`src/sv/pfa_pkg.sv`:
```
package pfa_pkg;

  localparam int unsigned PAGE_SLOTS = 256;
  localparam int unsigned PAGE_BYTES = 4096;
  localparam int unsigned CONT_MARK  = 511;

  localparam int unsigned SLOT_AW    = $clog2(PAGE_SLOTS);
  localparam int unsigned CNT_W      = SLOT_AW + 1;
  localparam int unsigned SLOT_W     = $clog2(CONT_MARK + 1);
  localparam int unsigned PAGE_SHIFT = $clog2(PAGE_BYTES);

  typedef enum logic [2:0] {
    ST_OK      = 3'd0,
    ST_BAD     = 3'd1,
    ST_NOMEM   = 3'd2,
    ST_OUTSIDE = 3'd3,
    ST_NOTHEAD = 3'd4
  } status_e;

  typedef enum logic [1:0] {
    CFG_BASE_ADDRESS = 2'd0,
    CFG_REGION_PAGES = 2'd1,
    CFG_REGION_BYTES = 2'd2
  } cfg_idx_e;

  // Command from the sequencer to the page table.
  typedef struct packed {
    logic               wr_en;
    logic               clr_en;
    logic               rd_en;
    logic [SLOT_AW-1:0] addr;
    logic [SLOT_W-1:0]  wdata;
  } slot_cmd_t;

  // Registered read result of the page table.
  typedef struct packed {
    logic              used;
    logic [SLOT_W-1:0] data;
  } slot_rsp_t;

endpackage

```
`src/sv/page_first_fit_allocator.sv`:
```
// Allocate: the sequencer checks the request, scans for the first free run of pages, marks it
// and returns its address; a miss ends after the scan and a bad request before it.
// Free: clears the run from its head slot; stops outside the region or on a non-head page.
// The sequencer scans, marks or clears one page-table slot per cycle, one request at a time;
// busy_o is low again in the cycle that done_o strobes, and the receiver cannot stall.
// Reset marks every page free, clears the configuration registers and idles the sequencer.
module page_first_fit_allocator
  import pfa_pkg::*;
(
  input  logic        clk_i,
  input  logic        rst_ni,
  input  logic        cfg_we_i,
  input  logic [1:0]  cfg_idx_i,
  input  logic [31:0] cfg_wdata_i,
  input  logic        start_i,
  output logic        busy_o,
  input  logic        req_type_i,
  input  logic [31:0] size_bytes_i,
  input  logic [31:0] free_address_i,
  output logic        done_o,
  output logic [2:0]  status_o,
  output logic [31:0] alloc_address_o
);

  logic [31:0]        base_address_q;
  logic [8:0]         region_pages_q;
  logic [31:0]        region_bytes_q;
  slot_cmd_t          cmd;
  slot_rsp_t          rsp;
  logic [SLOT_AW-1:0] probe_addr;
  logic               probe_used;

  always_ff @(posedge clk_i or negedge rst_ni) begin
    if (!rst_ni) begin
      base_address_q <= '0;
      region_pages_q <= '0;
      region_bytes_q <= '0;
    end else if (cfg_we_i) begin
      case (cfg_idx_i)
        CFG_BASE_ADDRESS: base_address_q <= cfg_wdata_i;
        CFG_REGION_PAGES: region_pages_q <= cfg_wdata_i[8:0];
        CFG_REGION_BYTES: region_bytes_q <= cfg_wdata_i;
        default: begin
        end
      endcase
    end
  end

  pfa_seq u_seq (
    .clk_i           (clk_i),
    .rst_ni          (rst_ni),
    .start_i         (start_i),
    .req_type_i      (req_type_i),
    .size_bytes_i    (size_bytes_i),
    .free_address_i  (free_address_i),
    .base_address_i  (base_address_q),
    .region_pages_i  (region_pages_q),
    .region_bytes_i  (region_bytes_q),
    .busy_o          (busy_o),
    .cmd_o           (cmd),
    .probe_addr_o    (probe_addr),
    .probe_used_i    (probe_used),
    .rsp_i           (rsp),
    .done_o          (done_o),
    .status_o        (status_o),
    .alloc_address_o (alloc_address_o)
  );

  pfa_slot_store u_store (
    .clk_i        (clk_i),
    .rst_ni       (rst_ni),
    .cmd_i        (cmd),
    .probe_addr_i (probe_addr),
    .probe_used_o (probe_used),
    .rsp_o        (rsp)
  );

  a_start_busy: assert property (@(posedge clk_i) disable iff (!rst_ni)
    start_i && !busy_o |=> busy_o)
    else $error("accepted request did not make the block busy");

  a_done_idle: assert property (@(posedge clk_i) disable iff (!rst_ni)
    done_o |-> !busy_o)
    else $error("result strobed while the sequencer is still busy");

  a_fall_done: assert property (@(posedge clk_i) disable iff (!rst_ni)
    $fell(busy_o) |-> done_o)
    else $error("request finished without a result");

  a_fail_zero: assert property (@(posedge clk_i) disable iff (!rst_ni)
    done_o && status_o != ST_OK |-> alloc_address_o == 32'd0)
    else $error("failed request reported a nonzero address");

endmodule

```
`src/sv/pfa_slot_store.sv`:
```
module pfa_slot_store
  import pfa_pkg::*;
(
  input  logic               clk_i,
  input  logic               rst_ni,
  input  slot_cmd_t          cmd_i,
  input  logic [SLOT_AW-1:0] probe_addr_i,
  output logic               probe_used_o,
  output slot_rsp_t          rsp_o
);

  // A slot whose used bit is clear reads as free, whatever the memory holds.
  logic [PAGE_SLOTS-1:0] used_q;
  logic [SLOT_W-1:0]     mem_q [PAGE_SLOTS];
  slot_rsp_t             rsp_q;

  always_ff @(posedge clk_i or negedge rst_ni) begin
    if (!rst_ni) begin
      used_q <= '0;
    end else if (cmd_i.wr_en) begin
      used_q[cmd_i.addr] <= 1'b1;
    end else if (cmd_i.clr_en) begin
      used_q[cmd_i.addr] <= 1'b0;
    end
  end

  always_ff @(posedge clk_i) begin
    if (cmd_i.wr_en) begin
      mem_q[cmd_i.addr] <= cmd_i.wdata;
    end
  end

  always_ff @(posedge clk_i) begin
    if (cmd_i.rd_en) begin
      rsp_q.used <= used_q[cmd_i.addr];
      rsp_q.data <= mem_q[cmd_i.addr];
    end
  end

  assign probe_used_o = used_q[probe_addr_i];
  assign rsp_o        = rsp_q;

endmodule

```
`src/sv/pfa_seq.sv`:
```
module pfa_seq
  import pfa_pkg::*;
(
  input  logic               clk_i,
  input  logic               rst_ni,
  input  logic               start_i,
  input  logic               req_type_i,
  input  logic [31:0]        size_bytes_i,
  input  logic [31:0]        free_address_i,
  input  logic [31:0]        base_address_i,
  input  logic [8:0]         region_pages_i,
  input  logic [31:0]        region_bytes_i,
  output logic               busy_o,
  output slot_cmd_t          cmd_o,
  output logic [SLOT_AW-1:0] probe_addr_o,
  input  logic               probe_used_i,
  input  slot_rsp_t          rsp_i,
  output logic               done_o,
  output logic [2:0]         status_o,
  output logic [31:0]        alloc_address_o
);

  typedef enum logic [8:0] {
    S_IDLE  = 9'b000000001,
    S_ACHK  = 9'b000000010,
    S_SCAN  = 9'b000000100,
    S_MARK  = 9'b000001000,
    S_ADDR  = 9'b000010000,
    S_FCHK  = 9'b000100000,
    S_FIDX  = 9'b001000000,
    S_FREAD = 9'b010000000,
    S_CLR   = 9'b100000000
  } state_e;

  state_e             state_q, state_d;
  logic [31:0]        size_q, addr_q;
  logic [SLOT_W-1:0]  pages_q, pages_d;
  logic [SLOT_W-1:0]  run_q, run_d;
  logic [CNT_W-1:0]   k_q, k_d;
  logic [CNT_W-1:0]   limit_q, limit_d;
  logic [SLOT_AW-1:0] start_q, start_d;
  logic [SLOT_AW-1:0] end_q, end_d;
  logic [SLOT_AW-1:0] ptr_q, ptr_d;
  logic [32:0]        off_q, off_d;
  logic               over_q, over_d;
  logic               done_q, done_d;
  status_e            status_q, status_d;
  logic [31:0]        res_addr_q, res_addr_d;

  logic [32:0]        pages_full;
  logic [32:0]        end_sum;
  logic [SLOT_W-1:0]  run_inc;

  assign pages_full = ({1'b0, size_q} + 33'(PAGE_BYTES - 1)) >> PAGE_SHIFT;
  assign end_sum    = {1'b0, base_address_i} + {1'b0, region_bytes_i};
  assign run_inc    = run_q + SLOT_W'(1);

  always_comb begin
    state_d    = state_q;
    pages_d    = pages_q;
    run_d      = run_q;
    k_d        = k_q;
    limit_d    = limit_q;
    start_d    = start_q;
    end_d      = end_q;
    ptr_d      = ptr_q;
    off_d      = off_q;
    over_d     = over_q;
    done_d     = 1'b0;
    status_d   = status_q;
    res_addr_d = res_addr_q;
    cmd_o      = '0;
    cmd_o.addr = ptr_q;

    case (state_q)
      S_IDLE: begin
        if (start_i) begin
          state_d = req_type_i ? S_FCHK : S_ACHK;
        end
      end
      S_ACHK: begin
        if (pages_full == 33'd0 || pages_full >= 33'(CONT_MARK) || base_address_i == 32'd0) begin
          state_d    = S_IDLE;
          done_d     = 1'b1;
          status_d   = ST_BAD;
          res_addr_d = '0;
        end else begin
          pages_d = SLOT_W'(pages_full);
          run_d   = '0;
          k_d     = '0;
          limit_d = (32'(region_pages_i) > PAGE_SLOTS) ? CNT_W'(PAGE_SLOTS)
                                                       : CNT_W'(region_pages_i);
          state_d = S_SCAN;
        end
      end
      S_SCAN: begin
        if (k_q >= limit_q) begin
          state_d    = S_IDLE;
          done_d     = 1'b1;
          status_d   = ST_NOMEM;
          res_addr_d = '0;
        end else begin
          k_d = k_q + CNT_W'(1);
          if (probe_used_i) begin
            run_d = '0;
          end else if (run_inc == pages_q) begin
            start_d = SLOT_AW'(k_q + CNT_W'(1) - CNT_W'(pages_q));
            ptr_d   = SLOT_AW'(k_q + CNT_W'(1) - CNT_W'(pages_q));
            end_d   = k_q[SLOT_AW-1:0];
            state_d = S_MARK;
          end else begin
            run_d = run_inc;
          end
        end
      end
      S_MARK: begin
        cmd_o.wr_en = 1'b1;
        cmd_o.wdata = (ptr_q == start_q) ? pages_q : SLOT_W'(CONT_MARK);
        ptr_d       = ptr_q + SLOT_AW'(1);
        if (ptr_q == end_q) begin
          state_d = S_ADDR;
        end
      end
      S_ADDR: begin
        state_d    = S_IDLE;
        done_d     = 1'b1;
        status_d   = ST_OK;
        res_addr_d = base_address_i + (32'(start_q) << PAGE_SHIFT);
      end
      S_FCHK: begin
        off_d   = {1'b0, addr_q} - {1'b0, base_address_i};
        over_d  = {1'b0, addr_q} >= end_sum;
        state_d = S_FIDX;
      end
      S_FIDX: begin
        // Bit 32 of the difference is the borrow: the address lies below the base.
        if (off_q[32] || over_q || 32'(off_q[31:PAGE_SHIFT]) >= PAGE_SLOTS) begin
          state_d    = S_IDLE;
          done_d     = 1'b1;
          status_d   = ST_OUTSIDE;
          res_addr_d = '0;
        end else begin
          cmd_o.rd_en = 1'b1;
          cmd_o.addr  = SLOT_AW'(off_q[31:PAGE_SHIFT]);
          ptr_d       = SLOT_AW'(off_q[31:PAGE_SHIFT]);
          state_d     = S_FREAD;
        end
      end
      S_FREAD: begin
        if (!rsp_i.used || rsp_i.data == SLOT_W'(CONT_MARK)) begin
          state_d    = S_IDLE;
          done_d     = 1'b1;
          status_d   = ST_NOTHEAD;
          res_addr_d = '0;
        end else begin
          pages_d = rsp_i.data;
          state_d = S_CLR;
        end
      end
      S_CLR: begin
        cmd_o.clr_en = 1'b1;
        ptr_d        = ptr_q + SLOT_AW'(1);
        pages_d      = pages_q - SLOT_W'(1);
        // The run is cut short at the last slot of the table.
        if (pages_q == SLOT_W'(1) || ptr_q == SLOT_AW'(PAGE_SLOTS - 1)) begin
          state_d    = S_IDLE;
          done_d     = 1'b1;
          status_d   = ST_OK;
          res_addr_d = '0;
        end
      end
      default: begin
        state_d = S_IDLE;
      end
    endcase
  end

  always_ff @(posedge clk_i or negedge rst_ni) begin
    if (!rst_ni) begin
      state_q <= S_IDLE;
      done_q  <= 1'b0;
    end else begin
      state_q <= state_d;
      done_q  <= done_d;
    end
  end

  always_ff @(posedge clk_i) begin
    if (state_q == S_IDLE && start_i) begin
      size_q <= size_bytes_i;
      addr_q <= free_address_i;
    end
    pages_q    <= pages_d;
    run_q      <= run_d;
    k_q        <= k_d;
    limit_q    <= limit_d;
    start_q    <= start_d;
    end_q      <= end_d;
    ptr_q      <= ptr_d;
    off_q      <= off_d;
    over_q     <= over_d;
    status_q   <= status_d;
    res_addr_q <= res_addr_d;
  end

  assign busy_o          = (state_q != S_IDLE);
  assign probe_addr_o    = k_q[SLOT_AW-1:0];
  assign done_o          = done_q;
  assign status_o        = status_q;
  assign alloc_address_o = res_addr_q;

endmodule
```
`config.mk`:
```
export PLATFORM = sky130hd
export DESIGN_NAME = page_first_fit_allocator
export DESIGN_NICKNAME = d
export VERILOG_FILES = /design/src/sv/pfa_pkg.sv /design/src/sv/page_first_fit_allocator.sv /design/src/sv/pfa_slot_store.sv /design/src/sv/pfa_seq.sv
export SDC_FILE = /design/constraint.sdc
export NUM_CORES = 2
export LEC_CHECK = 0
export BUFFER_PORTS_ARGS = -buffer_cell sky130_fd_sc_hd__buf_2
export CAP_MARGIN = 10
export CORE_ASPECT_RATIO = 0.5
export CORE_UTILIZATION = 50
export CTS_BUF_LIST = sky130_fd_sc_hd__clkbuf_2 sky130_fd_sc_hd__clkbuf_4 sky130_fd_sc_hd__clkbuf_8
export CTS_CLUSTER_SIZE = 14
export DETAILED_ROUTE_END_ITERATION = 8
export PLACE_DENSITY = 0.77
export SLEW_MARGIN = 15
export SYNTH_ARGS = -nofsm -noshare
export SYNTH_HDL_FRONTEND = slang
export SYNTH_SLANG_ARGS = --single-unit
```
`constraint.sdc`:
```
create_clock -name clk_i -period 10.61 [get_ports clk_i]
set_input_delay 1.5915 -clock clk_i [delete_from_list [all_inputs] [get_ports clk_i]]
set_output_delay 1.5915 -clock clk_i [all_outputs]
set_load 0.005 [all_outputs]
```
### After elaboration in Yosys (flattened, before gate mapping)

Memory sizes are Yosys's and may differ from the RTL's. A register that Yosys moved wholly into a read port is not among the register bits.
Cells that the tools add are included.
Widths: inputs -> output; s select.

* mux-type cells: 60
* bitwise operators: 6
* reductions and logical operators: 29
* add/sub/neg operators: 9
* $lt $le $gt $ge: 8
* equality and inequality tests: 34

Operators with widths (number)
* $mux 256: 2
* $and 256x256->256: 1
* $not 256->256: 1
* $or 256x256->256: 1
* $pmux 32 s6: 1
* $mux 9: 18
* $mux 32: 5
* $pmux 9 s8: 1
* $mux 8: 5
* $pmux 9 s2: 2
* $add 32x12->33 const B: 1
* $add 32x32->33: 1
* $ge 32x33->1: 1
* $logic_not 33->1: 1
* $sub 32x32->33: 1
* $add 32x20->32: 1
* $logic_not 32->1: 1
* $pmux 9 s3: 1
* $pmux 8 s3: 1
* $ge 21x9->1 const B: 1
* $ge 20x9->1 const B: 1
* $add 9x1->9 const B: 2
* $eq 9x1->1 const B: 2
* $eq 9x9->1 const B: 2
* other kinds (46): 92

* memories kept: 1
* bits of input ports: 103
* word-level logic and storage cells: 167
* register bits after elaboration: 533
* bits in writable memories: 2304

Memories
* u_store.mem_q: words 256, bits a word 9, read ports 1, clocked after Yosys merged registers in 1, write ports 1, RTL line pfa_slot_store.sv:14 `logic [SLOT_W-1:0] mem_q [PAGE_SLOTS];`

### Logic depth before layout (Yosys ltp)

* depth after elaboration: 12
* depth in mapped cells: 19
* depth with buffers taken out: 19

### By module

From an unflattened synthesis, not the netlist that was laid out.

* cell total of the unflattened synthesis: 6468
* area total of the unflattened synthesis: 118193.4 um^2

Modules (own cells, without submodules)
* pfa_slot_store: instances 1, seq. area each 75892.8 um^2, area each 102869.9 um^2, cells each 5122
* pfa_seq: instances 1, seq. area each 5686.7 um^2, area each 12558.3 um^2, cells each 1191
* page_first_fit_allocator: instances 1, seq. area each 1826.8 um^2, area each 2765.2 um^2, cells each 155

### Least setup slack after synthesis

OpenSTA, ideal clock, no wires.

* path type: register to register
* start: register u_seq.ptr_q[7]
* end: memory u_store.mem_q[0][0] (netlist name), data pin
* arrival time: 8579 ps
* cell stages (with the launch flop): 5
* setup slack: 303 ps
* required time: 8881 ps
* setup time: 1729 ps
* cells stage by stage: edfxtp_1 clkbuf_1 xor2_1 nor4_1 a31oi_1

RTL lines
* from (decl): RTL line pfa_seq.sv:43 `logic [SLOT_AW-1:0] ptr_q, ptr_d;`
* from (signal assigned): RTL line pfa_seq.sv:199 `ptr_q <= ptr_d;`
* to (decl): RTL line pfa_slot_store.sv:14

### Worst setup path after layout

* start: register u_seq.over_q
* end: register, netlist name u_store.rsp_o[0]

* cells in the longest elaborated chain, start to end: 4

Ends and longest elaborated chain
* from (decl): RTL line pfa_seq.sv:45 `logic over_q, over_d;`
* from (signal assigned): RTL line pfa_seq.sv:201 `over_q <= over_d;`
* $logic_or 1x1->1 (2 in series): RTL line pfa_seq.sv:137 `if (off_q[32] || over_q || 32'(off_q[31:PAGE_SHIFT]) >= PAGE_SLOTS) begin`
* $mux 9: RTL line pfa_seq.sv:137
* $mux 9: RTL line pfa_seq.sv:75 `case (state_q)`

Every way passes these cells.
A chain may end at the register's enable or synchronous reset.

==> results.cfg <==
[floorplanning]
core_sq_um = 225000
die_w_um = 676
num_rows = 123
fp.dieH_um = 339
design.die.area_sq_um = 229000
initial_core_util_pct = 50.4
io_pins = 140

[worst_setup_path]
slowest_stage = o41ai_1
critical_path_class = register to register
crit_path_start_kind = register
cp_max_fo = 114
crit_required_ns = 11.30
worstPathArrival_ns = 7.42
worstPathCellList = nor4_1 -> nand4_1 -> nor2_8 -> mux2_8 -> buf_12 -> a22oi_1 -> a21oi_1 -> o41ai_1 -> a41oi_1 -> or4_1
max_stage_delay_ns = 1.10
end_kind = register

[clocking]
cts_made_buffers = 396
clk_pin_slew_worst_paths_ns = 0.06
cts_tree = done
clockBufferDepth = 4
ctsHoldBuffers = 0
ctsResizeCount = 0
clock-sinks = 2834
insertion_delay_ns = 1.03
post_cts_buffers = 0
cts_root_buffer = clkbuf_8
htreeDepth = 5

[pwr]
vdd_drop_max_mv = 0.125
power.leakage_nw = 37.0
powerDensity_nw_per_um2 = 187
p_total_mw = 23.4

[sta]
skew_ns = 0.102
setup_viol = 0
tightest_slew_ns = 1.32
fmax_ghz = 0.149
fin_setup_tns_ns = 0
drv_slew = 0
rsz0062_at_grt = no
hold_slack_ns = 0.508
hold_violations = 0
fin_crit_sh_pct = 63.4
period_minus_slack_ns = 6.73
slew_headroom_pct = 10.7

[finish]
layout-drive-gt1-share_pct = 13.6
area_growth_syn_to_layout_pct = 10.2
n_fill_cell = 16980
stdcell_area_sq_um = 125000
final_nets = 7894
postLayoutCoreUtil_pct = 55.6

[detailed_routing]
wl_met3_um = 41200
wl_met1_um = 116000
drt_iter0_markers = 11643
met2_wirelength_um = 140000
num_vias = 73447
via_per_inst = 6.69
ant_nets = 0
routed_wl_um = 308000
highest_layer = met5
drc = 0
wl_per_cell_um = 28.1
first_pass_iters = 8

[logic_synthesis]
synth-main-ff-cell = edfxtp_1
netlist_instances = 7583
ys_seq_area_share_pct = 73.4
ys_types = 68
synthArstFlopShare_pct = 12.0
ys_seq_elements = 2834
syn_area_sq_um = 114000
synth_edf_count = 2495
synth.top_cell.area_share_pct = 65.9
synth_top_area_cell = edfxtp_1
synth_area_leaders = edfxtp_1 66%, a22oi_1 8.5%, dfrtp_1 7.4%
synth_common_cells = 2495 x edfxtp_1, 1288 x a22oi_1, 697 x a21oi_1
synth.net_count = 7813
yosysWarnings = 0
syn_avg_cell_area_sq_um = 15.0
synth_most_common_cell = edfxtp_1

[placement]
detailed_place_hpwl_um = 174000
placement.io_buffers = 139
globalplace.congestion = 0.870
placed_cell_area_sq_um = 117000

[global_route]
grt_max_degree = 195
grt_pass1_vias = 69743
grt-ovfl-total = 0
gr-usage-all-layers_pct = 26.0
grt_first_pass_wirelength_um = 454000
antenna_found_initial = 10

[run_status]
outcome = complete, no violations

[hold_path]
hold_path.class = register to register

[flow_run]
maxCapViolations = 0
[report_power, final]
part           leakage [nW]  total (mW)  internal, mW  switching (mW)
Clock                  4.14        8.43          4.32            4.12
Sequential             22.2        12.4          12.2           0.187
Combinational          10.6        2.50         0.901            1.60
[area by class of cell]
type	instances	area, sq um	area share, %
flip-flops and latches	2834	83400	66.6
multi-input cells	4079	28100	22.5
clock buffers	563	6840	5.46
well taps	3000	3750	3.00
repair buffers	265	1870	1.49
clock inverters	143	917	0.732
inverters	88	330	0.264
diodes	4	10.0	0.00799
[metrics by stage]
step	cells	worst slack, ns
6_report	10976	3.88
5_1_grt	10973	3.76
4_1_cts	10971	4.22
3_5_place_dp	10265	4.21
3_3_place_gp	10265	4.21
2_1_floorplan	7583	0.303
[cells in the final DEF (no fill, tap or decap), types with 17 or more instances in the layout]
master       n
nor4_1      25
nand2b_1    25
edfxtp_1  2495
clkinv_2    41
a41oi_1     40
inv_1       87
xor2_1      49
a21o_1      43
mux4_2      75
clkinv_1    76
nor3_1      35
buf_4      108
nand3_1     61
clkbuf_8   418
ha_1       124
a21oi_1    697
buf_2      138
mux2_2      43
o21ai_0    589
nor2b_1     28
a22oi_1   1288
dfrtp_1    338
clkbuf_4   145
and3_1      17
nor2_1     336
xnor2_1     68
o41ai_1    156
nand2_1    106
nand4_1     25
[kinds of logic (layout without fill, tap and decap cells)]
logic type	count (synthesis)	count (layout)	synth area share, %
AO/OA/AOI/OAI	2944	2944	16.8
flip-flops	2834	2834	73.4
multiplexers	135	135	2.06
buffers and inverters	670	1059	2.24
AND/OR/NAND/NOR	756	756	3.13
other	0	4	0
XOR/XNOR	117	117	0.902
adder cells (fa/ha/maj)	127	127	1.42
[layer usage]
metal / GRT usage, % / vias up
li1: - / 30702
met1: 36.4 / 36302
met2: 39.4 / 5589
met3: 6.82 / 844
met4: 9.78 / 10
met5: 0 / -
[worst max-delay path, delay by kind of cell, from the launching register on]
kind / cells / cell delay (ns)
compound gates: 4 / 2.28
buf+inv: 1 / 0.43
flops: 1 / 0.37
mux: 1 / 0.77
simple gates: 4 / 2.49
[path summary, 6_finish.rpt]
kind	startpoint	end	slack, ns	cells past startpoint
max in group asynchronous	rst_ni	asynchronous set/reset pin	8.46	2
hold / removal	region_bytes_q[30]$_DFFE_PN0P_	region_bytes_q[30]$_DFFE_PN0P_	0.51	1
setup / recovery	u_seq.over_q$_DFFE_PP_	u_store.rsp_o[0]$_DFFE_PP_	3.88	10
hold reg to reg	region_bytes_q[30]$_DFFE_PN0P_	region_bytes_q[30]$_DFFE_PN0P_	0.51	1
setup reg to reg	u_seq.over_q$_DFFE_PP_	u_store.rsp_o[0]$_DFFE_PP_	3.88	10
min in group asynchronous	rst_ni	region_bytes_q[23]$_DFFE_PN0P_	0.60	1
[state kept, by name (all words and copies together), names as in the netlist, 10 cells and up, named ones only]
| register | count |
|---|---|
| base_address_q | 32 |
| region_bytes_q | 32 |
| u_seq.addr_q | 32 |
| u_seq.alloc_address_o | 32 |
| u_seq.off_q | 21 |
| u_seq.size_q | 32 |
| u_store.mem_q | 2304 |
| u_store.rsp_o | 10 |
No activity file was read; power rests on OpenSTA's default activity.
